**src/fpap_pkg.sv**
```systemverilog
// Shared types, widths and constants for the FTP PORT argument parser.
// No dependencies; compile first.
package fpap_pkg;

    localparam int MAX_CHARS = 1024;
    localparam int CHAR_CNT_W = $clog2(MAX_CHARS + 1);

    localparam int CH_W = 8;
    localparam int ADDR_W = 32;
    localparam int PORT_W = 16;
    localparam int BYTE_W = 8;

    localparam logic [CH_W-1:0] CH_TERM = 8'h00;
    localparam logic [CH_W-1:0] CH_ZERO = 8'h30;
    localparam logic [CH_W-1:0] CH_NINE = 8'h39;

    localparam logic [2:0] ADDR_NUMS = 3'd4;
    localparam logic [1:0] PORT_NUMS = 2'd2;

    typedef struct packed {
        logic            fire;
        logic [CH_W-1:0] ch;
    } beat_t;

    typedef struct packed {
        logic [ADDR_W-1:0] host_addr;
        logic [PORT_W-1:0] host_port;
        logic              ok;
    } res_t;

endpackage

```
**src/fpap_char_if.sv**
```systemverilog
// Character input channel: valid/ready handshake, one character per beat.
// Depends on fpap_pkg.
interface fpap_char_if;
    import fpap_pkg::*;

    logic            valid;
    logic            ready;
    logic [CH_W-1:0] ch;

    modport source (output valid, output ch, input ready);
    modport sink (input valid, input ch, output ready);
endinterface

```
**src/fpap_result_if.sv**
```systemverilog
// Result channel: parsed address, port and ok flag, one result per beat.
// Depends on fpap_pkg.
interface fpap_result_if;
    import fpap_pkg::*;

    logic              valid;
    logic              ready;
    logic [ADDR_W-1:0] host_addr;
    logic [PORT_W-1:0] host_port;
    logic              ok;

    modport source (output valid, output host_addr, output host_port, output ok, input ready);
    modport sink (input valid, input host_addr, input host_port, input ok, output ready);
endinterface

```
**src/fpap_field_acc.sv**
```systemverilog
// Per-character parse state: digit accumulation, number closing, address and
// port shift registers, character count. Depends on fpap_pkg.
module fpap_field_acc
(
    input  logic            clk,
    input  logic            rst_n,
    input  fpap_pkg::beat_t beat,
    output logic            term,
    output fpap_pkg::res_t  res
);
    import fpap_pkg::*;

    localparam logic [CHAR_CNT_W-1:0] CNT_MAX = CHAR_CNT_W'(MAX_CHARS);

    logic                  in_number_reg, in_number_next;
    logic [BYTE_W-1:0]     num_reg, num_next;
    logic [2:0]            addr_cnt_reg, addr_cnt_next;
    logic [1:0]            port_cnt_reg, port_cnt_next;
    logic [ADDR_W-1:0]     addr_acc_reg, addr_acc_next;
    logic [PORT_W-1:0]     port_acc_reg, port_acc_next;
    logic [CHAR_CNT_W-1:0] char_cnt_reg, char_cnt_next;

    logic              is_digit;
    logic [BYTE_W-1:0] digit;
    logic [BYTE_W-1:0] num_times10;

    assign term        = (beat.ch == CH_TERM);
    assign is_digit    = (beat.ch >= CH_ZERO) && (beat.ch <= CH_NINE);
    assign digit       = beat.ch - CH_ZERO;
    assign num_times10 = (num_reg << 3) + (num_reg << 1);

    assign res.host_addr = addr_acc_reg;
    assign res.host_port = port_acc_reg;
    assign res.ok        = (addr_cnt_reg == ADDR_NUMS) && (port_cnt_reg == PORT_NUMS);

    always_comb
    begin
        in_number_next = in_number_reg;
        num_next       = num_reg;
        addr_cnt_next  = addr_cnt_reg;
        port_cnt_next  = port_cnt_reg;
        addr_acc_next  = addr_acc_reg;
        port_acc_next  = port_acc_reg;
        char_cnt_next  = char_cnt_reg;
        if (beat.fire)
        begin
            if (term)
            begin
                in_number_next = 1'b0;
                num_next       = '0;
                addr_cnt_next  = '0;
                port_cnt_next  = '0;
                addr_acc_next  = '0;
                port_acc_next  = '0;
                char_cnt_next  = '0;
            end
            else if (char_cnt_reg < CNT_MAX)
            begin
                char_cnt_next = char_cnt_reg + 1'b1;
                if (is_digit)
                begin
                    num_next       = num_times10 + digit;
                    in_number_next = 1'b1;
                end
                else if (in_number_reg)
                begin
                    if (addr_cnt_reg < ADDR_NUMS)
                    begin
                        addr_acc_next = {addr_acc_reg[ADDR_W-BYTE_W-1:0], num_reg};
                        addr_cnt_next = addr_cnt_reg + 1'b1;
                    end
                    else if (port_cnt_reg < PORT_NUMS)
                    begin
                        port_acc_next = {port_acc_reg[PORT_W-BYTE_W-1:0], num_reg};
                        port_cnt_next = port_cnt_reg + 1'b1;
                    end
                    in_number_next = 1'b0;
                    num_next       = '0;
                end
            end
        end
    end

    always_ff @(posedge clk or negedge rst_n)
    begin
        if (!rst_n)
        begin
            in_number_reg <= 1'b0;
            num_reg       <= '0;
            addr_cnt_reg  <= '0;
            port_cnt_reg  <= '0;
            addr_acc_reg  <= '0;
            port_acc_reg  <= '0;
            char_cnt_reg  <= '0;
        end
        else
        begin
            in_number_reg <= in_number_next;
            num_reg       <= num_next;
            addr_cnt_reg  <= addr_cnt_next;
            port_cnt_reg  <= port_cnt_next;
            addr_acc_reg  <= addr_acc_next;
            port_acc_reg  <= port_acc_next;
            char_cnt_reg  <= char_cnt_next;
        end
    end
endmodule

```
**src/fpap_out_reg.sv**
```systemverilog
// Output register for parse results; drives the result channel.
// Depends on fpap_pkg and fpap_result_if.
module fpap_out_reg
(
    input  logic                  clk,
    input  logic                  rst_n,
    input  logic                  load,
    input  fpap_pkg::res_t        res,
    output logic                  free,
    fpap_result_if.source         result
);
    import fpap_pkg::*;

    logic valid_reg, valid_next;
    res_t data_reg;

    assign free = !valid_reg || result.ready;

    always_comb
    begin
        valid_next = valid_reg;
        if (load)
            valid_next = 1'b1;
        else if (result.ready)
            valid_next = 1'b0;
    end

    always_ff @(posedge clk or negedge rst_n)
    begin
        if (!rst_n)
            valid_reg <= 1'b0;
        else
            valid_reg <= valid_next;
    end

    always_ff @(posedge clk)
    begin
        if (load)
            data_reg <= res;
    end

    assign result.valid     = valid_reg;
    assign result.host_addr = data_reg.host_addr;
    assign result.host_port = data_reg.host_port;
    assign result.ok        = data_reg.ok;
endmodule

```
**src/ftp_port_argument_parser.sv**
```systemverilog
// Top level of the FTP PORT argument parser: input register, parse state,
// output register. Depends on fpap_pkg, fpap_char_if, fpap_result_if.
//
// Usage:
//   chars  : one character per beat; 0 terminates the argument string.
//   result : one beat per terminator with host_addr, host_port and ok.
// Throughput: one character per cycle while the result side keeps up.
// Path: an accepted terminator passes through the input register, and the
//   parse state then loads the output register directly, raising result.valid.
// Non-terminator characters produce no beat; they pass from the input
//   register into the parse state.
// Characters past MAX_CHARS are dropped until the next terminator.
// Reset (rst_n low, asynchronous) clears the parse state and all valids.
// Stall: when result.ready is low and a result is held, a terminator waits
//   in the input register; ordinary characters keep flowing until then.
//   chars.ready drops only while such a terminator is blocked.
module ftp_port_argument_parser
(
    input  logic          clk,
    input  logic          rst_n,
    fpap_char_if.sink     chars,
    fpap_result_if.source result
);
    import fpap_pkg::*;

    logic            in_valid_reg, in_valid_next;
    logic [CH_W-1:0] ch_reg;
    logic            advance;
    logic            term;
    logic            out_free;
    logic            accept;
    beat_t           beat;
    res_t            res;

    assign beat.fire = advance;
    assign beat.ch   = ch_reg;

    assign advance     = in_valid_reg && (!term || out_free);
    assign chars.ready = !in_valid_reg || advance;
    assign accept      = chars.valid && chars.ready;

    always_comb
    begin
        in_valid_next = in_valid_reg;
        if (accept)
            in_valid_next = 1'b1;
        else if (advance)
            in_valid_next = 1'b0;
    end

    always_ff @(posedge clk or negedge rst_n)
    begin
        if (!rst_n)
            in_valid_reg <= 1'b0;
        else
            in_valid_reg <= in_valid_next;
    end

    always_ff @(posedge clk)
    begin
        if (accept)
            ch_reg <= chars.ch;
    end

    fpap_field_acc u_field_acc
    (
        .clk   (clk),
        .rst_n (rst_n),
        .beat  (beat),
        .term  (term),
        .res   (res)
    );

    fpap_out_reg u_out_reg
    (
        .clk    (clk),
        .rst_n  (rst_n),
        .load   (advance && term),
        .res    (res),
        .free   (out_free),
        .result (result)
    );

    a_term_gives_result: assert property (@(posedge clk) disable iff (!rst_n)
        (advance && term) |=> result.valid)
        else $error("terminator did not produce a result");

    a_blocked_holds: assert property (@(posedge clk) disable iff (!rst_n)
        (in_valid_reg && !advance) |=> (in_valid_reg && $stable(ch_reg)))
        else $error("blocked character lost or changed");

    a_only_term_blocks: assert property (@(posedge clk) disable iff (!rst_n)
        (in_valid_reg && !advance) |-> (term && result.valid && !result.ready))
        else $error("input stalled without a held result");
endmodule
```
**src/flat_wrapper.sv**
```systemverilog
// flat-port wrapper written by rule: the top's interface ports become plain ports
module ftp_port_argument_parser_flat import fpap_pkg::*;
  (clk, rst_n, chars_valid, chars_ch, chars_ready, result_valid, result_host_addr, result_host_port, result_ok, result_ready);
  fpap_char_if chars_i ();
  fpap_result_if result_i ();
  input  logic clk;
  input  logic rst_n;
  input wire logic [$bits(chars_i.valid)-1:0] chars_valid;
  input wire logic [$bits(chars_i.ch)-1:0] chars_ch;
  output wire logic [$bits(chars_i.ready)-1:0] chars_ready;
  output wire logic [$bits(result_i.valid)-1:0] result_valid;
  output wire logic [$bits(result_i.host_addr)-1:0] result_host_addr;
  output wire logic [$bits(result_i.host_port)-1:0] result_host_port;
  output wire logic [$bits(result_i.ok)-1:0] result_ok;
  input wire logic [$bits(result_i.ready)-1:0] result_ready;
  assign chars_i.valid = chars_valid;
  assign chars_i.ch = chars_ch;
  assign chars_ready = chars_i.ready;
  assign result_valid = result_i.valid;
  assign result_host_addr = result_i.host_addr;
  assign result_host_port = result_i.host_port;
  assign result_ok = result_i.ok;
  assign result_i.ready = result_ready;
  ftp_port_argument_parser u_core (.clk(clk), .rst_n(rst_n), .chars(chars_i), .result(result_i));
endmodule
```
**config.mk**
```make
export PLATFORM = sky130hd
export DESIGN_NAME = ftp_port_argument_parser_flat
export DESIGN_NICKNAME = d
export VERILOG_FILES = /design/src/fpap_pkg.sv /design/src/fpap_char_if.sv /design/src/fpap_result_if.sv /design/src/fpap_field_acc.sv /design/src/fpap_out_reg.sv /design/src/ftp_port_argument_parser.sv /design/src/flat_wrapper.sv
export SDC_FILE = /design/constraint.sdc
export NUM_CORES = 1
export LEC_CHECK = 0
export BUFFER_PORTS_ARGS = -buffer_cell sky130_fd_sc_hd__clkbuf_2
export CELL_PAD_IN_SITES_DETAIL_PLACEMENT = 1
export CELL_PAD_IN_SITES_GLOBAL_PLACEMENT = 2
export CORE_ASPECT_RATIO = 1.5
export CORE_UTILIZATION = 44
export CTS_CLUSTER_DIAMETER = 150
export DETAILED_ROUTE_END_ITERATION = 16
export PLACE_DENSITY = 0.91
export SLEW_MARGIN = 10
export SYNTH_ARGS = -nofsm -noshare
export SYNTH_HDL_FRONTEND = slang
export SYNTH_SLANG_ARGS = --single-unit
```
**constraint.sdc**
```tcl
create_clock -name clk -period 9.1 [get_ports clk]
set_input_delay 0.91 -clock clk [delete_from_list [all_inputs] [get_ports clk]]
set_output_delay 0.91 -clock clk [all_outputs]
set_load 0.1 [all_outputs]
```
; After elaboration in Yosys (flattened, before gate mapping)
; Cells that the tools add are included.
[totals]
ff_bits = 132
input_bits = 12
output_inout_bits = 51
[op_classes]
add_sub_neg = 6
order_cmp = 5
eq_ne = 4
muxes = 35
reduce_logical = 23
[ops]
columns = cell, count
row1 = $mux 32, 5
row2 = $mux 16, 6
row3 = $mux 8, 4
row4 = $mux 11, 2
row5 = $add 8x8->8, 2
row6 = $mux 3, 5
row7 = $mux 2, 6
row8 = $reduce_bool 2->1, 6
row9 = $add 11x1->11 const B, 1
row10 = $lt 11x11->1 const B, 1
row11 = $ge 8x6->1 const B, 1
row12 = $le 8x6->1 const B, 1
row13 = $logic_not 8->1, 1
row14 = $sub 8x6->8 const B, 1
row15 = $mux 1, 7
row16 = $reduce_and 6->1, 1
row17 = $logic_and 1x1->1, 5
row18 = $reduce_and 5->1, 1
row19 = $ne 2x1->1 const B, 2
row20 = $add 3x1->3 const B, 1
row21 = $eq 3x3->1 const B, 1
row22 = $logic_not 1->1, 3
row23 = $logic_or 1x1->1, 3
row24 = $lt 3x3->1 const B, 1
row25 = other kinds (6), 6

; Longest topological paths before layout
; Gate-level depths: netlist (run 1).
[logic_depth]
word_depth = 7
depth_mapped = 10

; By module
; Synthesis (run 1) repeated with hierarchy kept, for this count alone.
[unflattened]
hier_cells = 343
hier_area_um2 = 5348.9
[modules_own_cells]
columns = mod, n_inst, cells_each, area_each_um2
row1 = fpap_field_acc, 1, 276, 3510.9
row2 = fpap_out_reg, 1, 52, 1519.0
row3 = ftp_port_argument_parser, 1, 15, 319.1

; Worst setup path before layout (run 1)
; No wires, ideal clock.
[synth_timing]
path_type = reg2out
startpoint = reg u_core.u_out_reg.valid_reg, in the netlist u_core.u_out_reg.result.valid
endpoint = out chars_ready
t_arrival_ns = 2.022
setup_slack_ns = 6.168
stages_incl_launch_ff = 3
path_cell_list = dfrtp_1 > nor2b_1 > nand3_1
[synth_via]
elab_chain_len = 5
[synth_rtl]
columns = item, line_no
row1 = start: declaration, fpap_out_reg.sv:14  ; logic valid_reg, valid_next;
row2 = start signal: assignment, fpap_out_reg.sv:33  ; valid_reg <= valid_next;
row3 = $logic_not 1->1, fpap_out_reg.sv:17  ; assign free = !valid_reg || result.ready;
row4 = $logic_or 1x1->1, fpap_out_reg.sv:17
row5 = $logic_or 1x1->1, ftp_port_argument_parser.sv:38  ; assign advance = in_valid_reg && (!term || out_free);
row6 = $logic_and 1x1->1, ftp_port_argument_parser.sv:38
row7 = $logic_or 1x1->1, ftp_port_argument_parser.sv:39  ; assign chars.ready = !in_valid_reg || advance;
row8 = end: declaration, flat_wrapper.sv:10  ; output wire logic [$bits(chars_i.ready)-1:0] chars_ready;
; No other way between the ends.

; Worst setup path in the final report (run 1)
[layout_timing]
startpoint = reg u_core.ch_reg[4]
endpoint = out chars_ready
[layout_via]
elab_chain_len = 5
[layout_rtl]
columns = item, line_no
row1 = start: declaration, ftp_port_argument_parser.sv:27  ; logic [CH_W-1:0] ch_reg;
row2 = start signal: assignment, ftp_port_argument_parser.sv:62  ; ch_reg <= chars.ch;
row3 = $logic_not 8->1, fpap_field_acc.sv:27  ; assign term = (beat.ch == CH_TERM);
row4 = $logic_not 1->1, ftp_port_argument_parser.sv:38
row5 = $logic_or 1x1->1, ftp_port_argument_parser.sv:38
row6 = $logic_and 1x1->1, ftp_port_argument_parser.sv:38
row7 = $logic_or 1x1->1, ftp_port_argument_parser.sv:39
; No other way between the ends.

==> run_results.csv, run 1 <==
group,metric,value,unit
die,floorplan.io_pins,63,
drt,via_count,3189,
power_and_ir_drop,clkPwrFrac,40.2,%
placed_design,placed_cells,559,
drt,route.met2.wl,6.03,mm
grt,global_route_wire_length_before_repair,17.9,mm
power_and_ir_drop,p_leak,0.00277,µW
clocking,cts_resized,0,
die,die_area,0.0126,mm²
drt,route.detailed.wl_per_inst,18.8,µm
timing,worst_pin_slew,1.09,ns
yosys,synth-seq-cells,132,
clocking,cts_made_buffers,17,
yosys,synthDominantCellAreaShare,35.2,%
power_and_ir_drop,peakVddDrop,0.163,mV
cells_and_area,finalNetCount,460,
cells_and_area,filler_cell_count,1161,
timing,final.period_utilization,38.3,%
cells_and_area,diodes,0,
drt,route.antenna.remaining_nets,0,
yosys,synth_instances,363,
die,core-area,0.0117,mm²
placed_design,place_congestion,0.804,
yosys,cell_types_with_the_largest_area_share_after_synthesis,"sky130_fd_sc_hd__dfrtp_1 35%, sky130_fd_sc_hd__edfxtp_1 32%, sky130_fd_sc_hd__a22o_1 6.7%",
power_and_ir_drop,power.share.sequential,42.1,%
clocking,cts.path.max_buffers,2,
placed_design,dp_worst_setup_slack,5.97,ns
yosys,async_reset_ff_share,56.8,%
clocking,tritoncts,"done",
timing,finalHoldViolations,0,
timing,finalWorstSetupSlack,5.61,ns
yosys,synth.yosys.seq_area_share,67.3,%
yosys,post_synth.cell_area_avg,14.7,µm²
placed_design,buffer_ports.inserted,62,
drt,wl_met3,352,µm
critical_path,critPathKind,"register to primary output",
drt,detailedRoute.firstIterationViolations,147,
yosys,ys_dominant_reg_cell,"sky130_fd_sc_hd__dfrtp_1",
grt,grt_overflow_total,0,
drt,routed.top_layer,"met4",
drt,drt_pre_antenna_iters,4,
clocking,clk_pin_slew_worst_paths,0.06,ns
critical_path,cp_max_fo,14,
power_and_ir_drop,internal_power,1260,µW
timing,clock-skew-final,0.00807,ns
yosys,post-synth-top-area-cell,"sky130_fd_sc_hd__dfrtp_1",
flow_run,cap_viol_max_count,0,
timing,setup_tns,0,ns
drt,vias_per_cell,5.40,
clocking,htree_num_levels,4,
drt,drt_drc_violations_left,0,
worst_hold_path,worstHoldPathType,"register to register",
clocking,cts_post_setup_buffers_inserted,0,
clocking,post_cts_hold_buffer_count,0,
die,dieWidth,91.9,µm
grt,grt_max_degree,76,
placed_design,detailed_place_hpwl,7.00,mm
timing,unrepaired_setup_endpoints_after_global_routing,"no",
critical_path,worst_r2r_path_depth,4,
grt,grt_antenna_before_repair,0,
cells_and_area,area_delta_synth_final,18.8,%
critical_path,timing.critical_path.required,8.19,ns
timing,finalSetupViolCount,0,
clocking,root_buffer,"sky130_fd_sc_hd__clkbuf_16",
timing,fmax,287,MHz
critical_path,timing.critical_path.arrival,2.58,ns
power_and_ir_drop,combPwrFrac,17.7,%
cells_and_area,finish.cell_count_without_fillers,591,
timing,finalCriticalPeriod,3.49,ns
die,num_rows,48,
outcome,outcome,"finished clean",
drt,wl_met1,4.45,mm
critical_path,cp_startpoint_kind,"register",
timing,worst_slew_margin_relative_to_its_limit,27.1,%
timing,maxSlewViolCount,0,
yosys,post_synth_num_cell_types,45,
critical_path,critPathCaptureType,"primary output",
cells_and_area,drive_gt1_share,24.9,%
worst_hold_path,worstHoldPathCells,0,
yosys,mappedNetlistNets,395,
grt,grt_util_all_layers,19.1,%
drt,postRouteWirelength,11.1,mm
clocking,clock_sink_count,132,
yosys,synth_warnings,0,
die,initial_core_utilization,45.7,%
power_and_ir_drop,power.total,1760,µW
power_and_ir_drop,sw_frac_of_total,28.4,%
clocking,clk-insertion-delay-late,0.42,ns
yosys,post_synth_design_cell_area,0.00533,mm²
power_and_ir_drop,power_switching,499,µW
grt,number_of_global_route_vias_before_repair,3365,
yosys,synth_edf_count,57,
power_and_ir_drop,power_per_cell_area,278,mW/mm²
die,die_h,137,µm
[routing by layer]
layer | vias to the layer above | global-route usage, %
li1 | 1463 | -
met3 | 21 | 4.83
met4 | 0 | 9.46
met5 | - | 0
met1 | 1616 | 21.5
met2 | 89 | 33.7
[placed cells by master (no fill, tap or decap), types with 2 or more instances in the layout]
cell type	count
sky130_fd_sc_hd__edfxtp_1	57
sky130_fd_sc_hd__and2_1	4
sky130_fd_sc_hd__dfrtp_1	75
sky130_fd_sc_hd__o31ai_2	3
sky130_fd_sc_hd__a21oi_1	10
sky130_fd_sc_hd__buf_4	2
sky130_fd_sc_hd__and4_1	2
sky130_fd_sc_hd__xor2_1	5
sky130_fd_sc_hd__nor2b_1	2
sky130_fd_sc_hd__nand3_1	5
sky130_fd_sc_hd__and3_1	7
sky130_fd_sc_hd__o31ai_1	5
sky130_fd_sc_hd__nand4_1	4
sky130_fd_sc_hd__clkinvlp_4	3
sky130_fd_sc_hd__clkbuf_2	61
sky130_fd_sc_hd__clkinv_4	4
sky130_fd_sc_hd__inv_1	21
sky130_fd_sc_hd__bufinv_16	3
sky130_fd_sc_hd__xnor2_1	6
sky130_fd_sc_hd__inv_8	2
sky130_fd_sc_hd__ha_1	15
sky130_fd_sc_hd__o21ai_1	12
sky130_fd_sc_hd__a22o_1	41
sky130_fd_sc_hd__nor2_1	6
sky130_fd_sc_hd__clkbuf_16	17
sky130_fd_sc_hd__o21ai_0	2
sky130_fd_sc_hd__a31oi_1	2
sky130_fd_sc_hd__nand2b_1	2
sky130_fd_sc_hd__inv_6	3
sky130_fd_sc_hd__nand2_1	33
sky130_fd_sc_hd__a21o_1	2
sky130_fd_sc_hd__fa_1	5
sky130_fd_sc_hd__nor4_4	3
[cell type report]
type / instances / area (µm²) / share of cell area [%]
Tap cell: 150 / 188 / 2.97
Clock inverter: 15 / 196 / 3.10
Sequential cell: 132 / 3590 / 56.7
Clock buffer: 17 / 425 / 6.72
Multi-Input combinational cell: 192 / 1530 / 24.1
Inverter: 22 / 82.6 / 1.30
Timing Repair Buffer: 63 / 320 / 5.06
[metrics by stage]
stage | util [%] | hold slack (ns) | instance area [µm²]
final | 54.3 | 0.450 | 6330
after global routing | 54.3 | 0.467 | 6330
after CTS | 54.3 | 0.455 | 6330
after detailed placement | 49.0 | 0.436 | 5710
after global placement | 49.0 | 0.434 | 5710
after floorplan | - | 0.425 | 5330
[power groups by stage]
stage          clock network (µW)  registers (µW)  logic (µW)
2_1_floorplan                   0             731         229
3_3_place_gp                    0             745         279
3_5_place_dp                    0             749         293
4_1_cts                       719             740         312
5_1_grt                       742             748         338
6_report                      707             740         312
[cells by family (layout without fill, tap and decap cells)]
kind of cell	after synthesis	after routing	synth area share (%)
AOI/OAI and AO/OA	87	87	13.4
xor gates and xnor gates	11	11	1.81
adders and majority gates	20	20	5.40
buffers and inverters	39	117	3.99
DFF	132	132	67.3
muxes	1	1	0.211
and+or+nand+nor	73	73	7.84
[path summary, 6_finish.rpt]
| path | start | endpoint | slack, ns |
|---|---|---|---|
| max | u_core.ch_reg[4] | chars_ready | 5.61 |
| min | u_core.u_field_acc.port_acc_reg[10] | u_core.u_out_reg.result.host_port[10] | 0.45 |
| max reg2reg | u_core.ch_reg[4] | u_core.u_out_reg.result.host_addr[1] | 6.01 |
| min reg2reg | u_core.u_field_acc.port_acc_reg[10] | u_core.u_out_reg.result.host_port[10] | 0.45 |
| max in group asynchronous | rst_n | u_core.u_field_acc.addr_acc_reg[3] | 7.82 |
| min in group asynchronous | rst_n | u_core.u_field_acc.char_cnt_reg[0] | 0.64 |
[cells in the mapped netlist (6+ instances only)]
| cell | instances |
|---|---|
| sky130_fd_sc_hd__and3_1 | 7 |
| sky130_fd_sc_hd__inv_1 | 22 |
| sky130_fd_sc_hd__nand2_1 | 33 |
| sky130_fd_sc_hd__ha_1 | 15 |
| sky130_fd_sc_hd__xnor2_1 | 6 |
| sky130_fd_sc_hd__a22o_1 | 41 |
| sky130_fd_sc_hd__a21oi_1 | 10 |
| sky130_fd_sc_hd__buf_6 | 7 |
| sky130_fd_sc_hd__nor2_1 | 6 |
| sky130_fd_sc_hd__o21ai_1 | 12 |
| sky130_fd_sc_hd__dfrtp_1 | 75 |
| sky130_fd_sc_hd__edfxtp_1 | 57 |
[worst max-delay path: stages, from the launching register on]
cell and delay [ns]:
sky130_fd_sc_hd__edfxtp_1 0.46, sky130_fd_sc_hd__nor4_4 0.40, sky130_fd_sc_hd__and2_1 0.66, sky130_fd_sc_hd__nand3_1 0.21, sky130_fd_sc_hd__clkbuf_2 0.42
Note: power is estimated with default switching activity, not from simulation.
==> inputs of run 2 (changes only) <==
ABC_AREA = 1   (was unset)
CORE_UTILIZATION = 34   (was 44)
PLACE_DENSITY = 0.82   (was 0.91)
clock period = 3 ns   (was 9.1 ns; I/O delays follow)
==> run_results.csv, run 2 <==
group,metric,value,unit
clocking,root_buffer,"sky130_fd_sc_hd__clkbuf_16",
drt,detailedRoute.firstIterationViolations,206,
die,num_rows,58,
critical_path,critPathCaptureType,"register",
yosys,synthDominantCellAreaShare,32.1,%
critical_path,critPathKind,"register to register",
cells_and_area,filler_cell_count,1893,
yosys,async_reset_ff_share,56.8,%
power_and_ir_drop,power_per_cell_area,828,mW/mm²
worst_hold_path,worstHoldPathType,"input pin to async pin",
yosys,mappedNetlistNets,581,
drt,route.antenna.remaining_nets,0,
clocking,tritoncts,"done",
timing,final.period_utilization,84.5,%
yosys,cell_types_with_the_largest_area_share_after_synthesis,"sky130_fd_sc_hd__dfrtp_1 32%, sky130_fd_sc_hd__edfxtp_1 29%, sky130_fd_sc_hd__nand2_1 12%",
timing,worst_pin_slew,1.03,ns
cells_and_area,area_taken_by_multi_input_logic_gates,0.00193,mm²
clocking,htree_num_levels,4,
yosys,synth_warnings,0,
yosys,post_synth_design_cell_area,0.00584,mm²
placed_design,place_congestion,0.793,
yosys,synth_edf_count,57,
critical_path,timing.critical_path.slowest_stage_cell,"sky130_fd_sc_hd__fa_1",
placed_design,buffer_ports.inserted,62,
timing,clock-skew-final,0.0112,ns
yosys,post_synth_most_frequent_cells,"180 x sky130_fd_sc_hd__nand2_1, 75 x sky130_fd_sc_hd__dfrtp_1, 57 x sky130_fd_sc_hd__edfxtp_1",
critical_path,critical_path.n_buffers_inverters,3,
critical_path,cp.depth,12,
timing,fmax,395,MHz
die,dieWidth,109,µm
yosys,post_synth_num_cell_types,31,
die,initial_core_utilization,34.8,%
yosys,synth_instances,549,
yosys,synth-seq-cells,132,
clocking,clk-insertion-delay-late,0.41,ns
drt,postRouteWirelength,12.4,mm
critical_path,rr_endpoint,"u_core.u_field_acc.num_reg[7]",
clocking,cts_resized,0,
grt,grt_max_degree,76,
drt,drt_drc_violations_left,0,
grt,number_of_global_route_vias_before_repair,4339,
clocking,cts_post_setup_buffers_inserted,0,
power_and_ir_drop,p_leak,0.00316,µW
critical_path,cp_max_fo,3,
drt,drt_pre_antenna_iters,4,
timing,worst_slew_margin_relative_to_its_limit,31.5,%
yosys,post-synth-top-area-cell,"sky130_fd_sc_hd__dfrtp_1",
timing,finalCriticalPeriod,2.53,ns
cells_and_area,drive_gt1_share,22.7,%
timing,finalWorstSetupSlack,0.466,ns
die,floorplan.io_pins,63,
yosys,ys_dominant_reg_cell,"sky130_fd_sc_hd__dfrtp_1",
critical_path,timing.critical_path.required,3.30,ns
critical_path,cpMostUsedCell,"sky130_fd_sc_hd__inv_1",
flow_run,cap_viol_max_count,0,
critical_path,worst_setup_path_startpoint,"u_core.u_field_acc.num_reg[2]",
die,die_h,163,µm
critical_path,critPathMaxStageDelay,0.50,ns
cells_and_area,layout.cells.most_common,"sky130_fd_sc_hd__nand2_1",
clocking,clock_sink_count,132,
grt,global_route_wire_length_before_repair,21.2,mm
critical_path,cp_startpoint_kind,"register",
timing,unrepaired_setup_endpoints_after_global_routing,"no",
power_and_ir_drop,peakVddDrop,0.337,mV
critical_path,crit_chain,"inv_1 > fa_1 > inv_1 > ha_1 > ha_1 > fa_1 > a21oi_1 > o21bai_1 > inv_1 > nand3_1 > nand3_1 > nand2_1",
drt,vias_per_cell,4.72,
cells_and_area,final_core_util,41.0,%
clocking,clk_pin_slew_worst_paths,0.06,ns
critical_path,reg2reg_from,"u_core.u_field_acc.num_reg[2]",
die,core-area,0.0168,mm²
cells_and_area,diodes,0,
die,die_area,0.0177,mm²
timing,maxSlewViolCount,0,
power_and_ir_drop,power.total,5690,µW
grt,grt_antenna_before_repair,0,
drt,route.detailed.wl_per_inst,14.8,µm
timing,finalSetupViolCount,0,
critical_path,worst_setup_path_endpoint,"u_core.u_field_acc.num_reg[7]",
cells_and_area,area_delta_synth_final,17.7,%
clocking,cts.path.max_buffers,2,
timing,finalHoldViolations,0,
critical_path,r2r_slack,0.47,ns
yosys,post-synth-top-count-cell,"sky130_fd_sc_hd__nand2_1",
outcome,outcome,"finished clean",
cells_and_area,finalNetCount,648,
cells_and_area,mostFrequentLayoutCells,"180 x sky130_fd_sc_hd__nand2_1, 75 x sky130_fd_sc_hd__dfrtp_1, 61 x sky130_fd_sc_hd__clkbuf_2",
critical_path,crit_family,"adder cells",
drt,via_count,3957,
clocking,cts_made_buffers,17,
yosys,post_synth.cell_area_avg,10.6,µm²
placed_design,detailed_place_hpwl,8.39,mm
critical_path,timing.critical_path.arrival,2.84,ns
cells_and_area,area_occupied_by_registers,0.00359,mm²
yosys,synth.yosys.seq_area_share,61.5,%
grt,grt_util_all_layers,15.6,%
grt,grt_overflow_total,0,
placed_design,dp_worst_setup_slack,0.469,ns
timing,setup_tns,0,ns
clocking,post_cts_hold_buffer_count,0,
critical_path,worst_r2r_path_depth,12,
==> run 2: cell count changes after synthesis, sizes merged, moves of 3 or more <==
cell | before | now
o21bai | 1 | 5
a22o | 41 | 0
inv | 22 | 45
nand3 | 6 | 47
and3 | 7 | 0
nor4 | 3 | 0
nor2 | 6 | 39
o31ai | 8 | 0
nand2 | 33 | 187
a21oi | 10 | 3
xnor2 | 6 | 1
o21ai | 15 | 35
and2 | 5 | 0
==> run 2: report_power, final <==
group | leakage, µW | internal [µW] | switching [µW] | total, µW
Combinational | 0.00138 | 506 | 742 | 1250
Sequential | 0.00152 | 2220 | 248 | 2470
Clock | 0.000272 | 1170 | 805 | 1980
==> run 2: layout make-up <==
type                       count  share of cell area, %
sequential                   132                   52.2
multi-input combinational    354                   28.1
clock buffer                  19                   6.45
timing repair buffer          65                   5.06
tap                          210                   3.82
inverter                      46                   2.53
clock inverter                13                   1.84
==> run 2: worst min-delay path by stage <==
| stage | from | endpoint | slack (ns) |
|---|---|---|---|
| finish | rst_n | u_core.u_field_acc.char_cnt_reg[7] | 0.06 |
| global route | chars_ch[2] | u_core.ch_reg[2] | 0.05 |
| CTS | chars_ch[6] | u_core.ch_reg[6] | 0.05 |
| detailed placement | u_core.u_field_acc.addr_acc_reg[30] | u_core.u_out_reg.result.host_addr[30] | 0.44 |
| global placement | u_core.u_field_acc.addr_acc_reg[30] | u_core.u_out_reg.result.host_addr[30] | 0.43 |
| floorplan | rst_n | u_core.in_valid_reg | 0.004 |
==> run 2: stage by stage <==
stage | hold slack (ns) | cells | cell area, µm²
6_report | 0.0619 | 839 | 6870
5_1_grt | 0.0472 | 839 | 6870
4_1_cts | 0.0512 | 839 | 6870
3_5_place_dp | 0.437 | 807 | 6300
3_3_place_gp | 0.432 | 807 | 6300
2_1_floorplan | 0.00441 | 549 | 5840
==> run 2: routing by layer <==
| metal | part of all wire [%] | GRT usage, % |
|---|---|---|
| met5 | 0 | 0 |
| met4 | 1.5 | 6.02 |
| met3 | 2.7 | 3.28 |
| met2 | 54 | 27.8 |
| met1 | 42 | 18.0 |
==> run 2: kinds of logic after synthesis <==
logic type               Yosys count  share of synthesized area, %
AO/OA/AOI/OAI                     43                          5.83
XOR/XNOR                           7                          1.05
adder cells (fa/ha/maj)           20                          4.93
buffers and inverters             63                          5.51
flip-flops                       132                          61.5
AND/OR/NAND/NOR                  284                          21.2
==> run 2: worst reg2reg max path: stages (launching register included) <==
cell	delay, ns
sky130_fd_sc_hd__dfrtp_1	0.39
sky130_fd_sc_hd__inv_1	0.09
sky130_fd_sc_hd__fa_1	0.50
sky130_fd_sc_hd__inv_1	0.04
sky130_fd_sc_hd__ha_1	0.28
sky130_fd_sc_hd__ha_1	0.23
sky130_fd_sc_hd__fa_1	0.41
sky130_fd_sc_hd__a21oi_1	0.16
sky130_fd_sc_hd__o21bai_1	0.09
sky130_fd_sc_hd__inv_1	0.06
sky130_fd_sc_hd__nand3_1	0.06
sky130_fd_sc_hd__nand3_1	0.07
sky130_fd_sc_hd__nand2_1	0.05
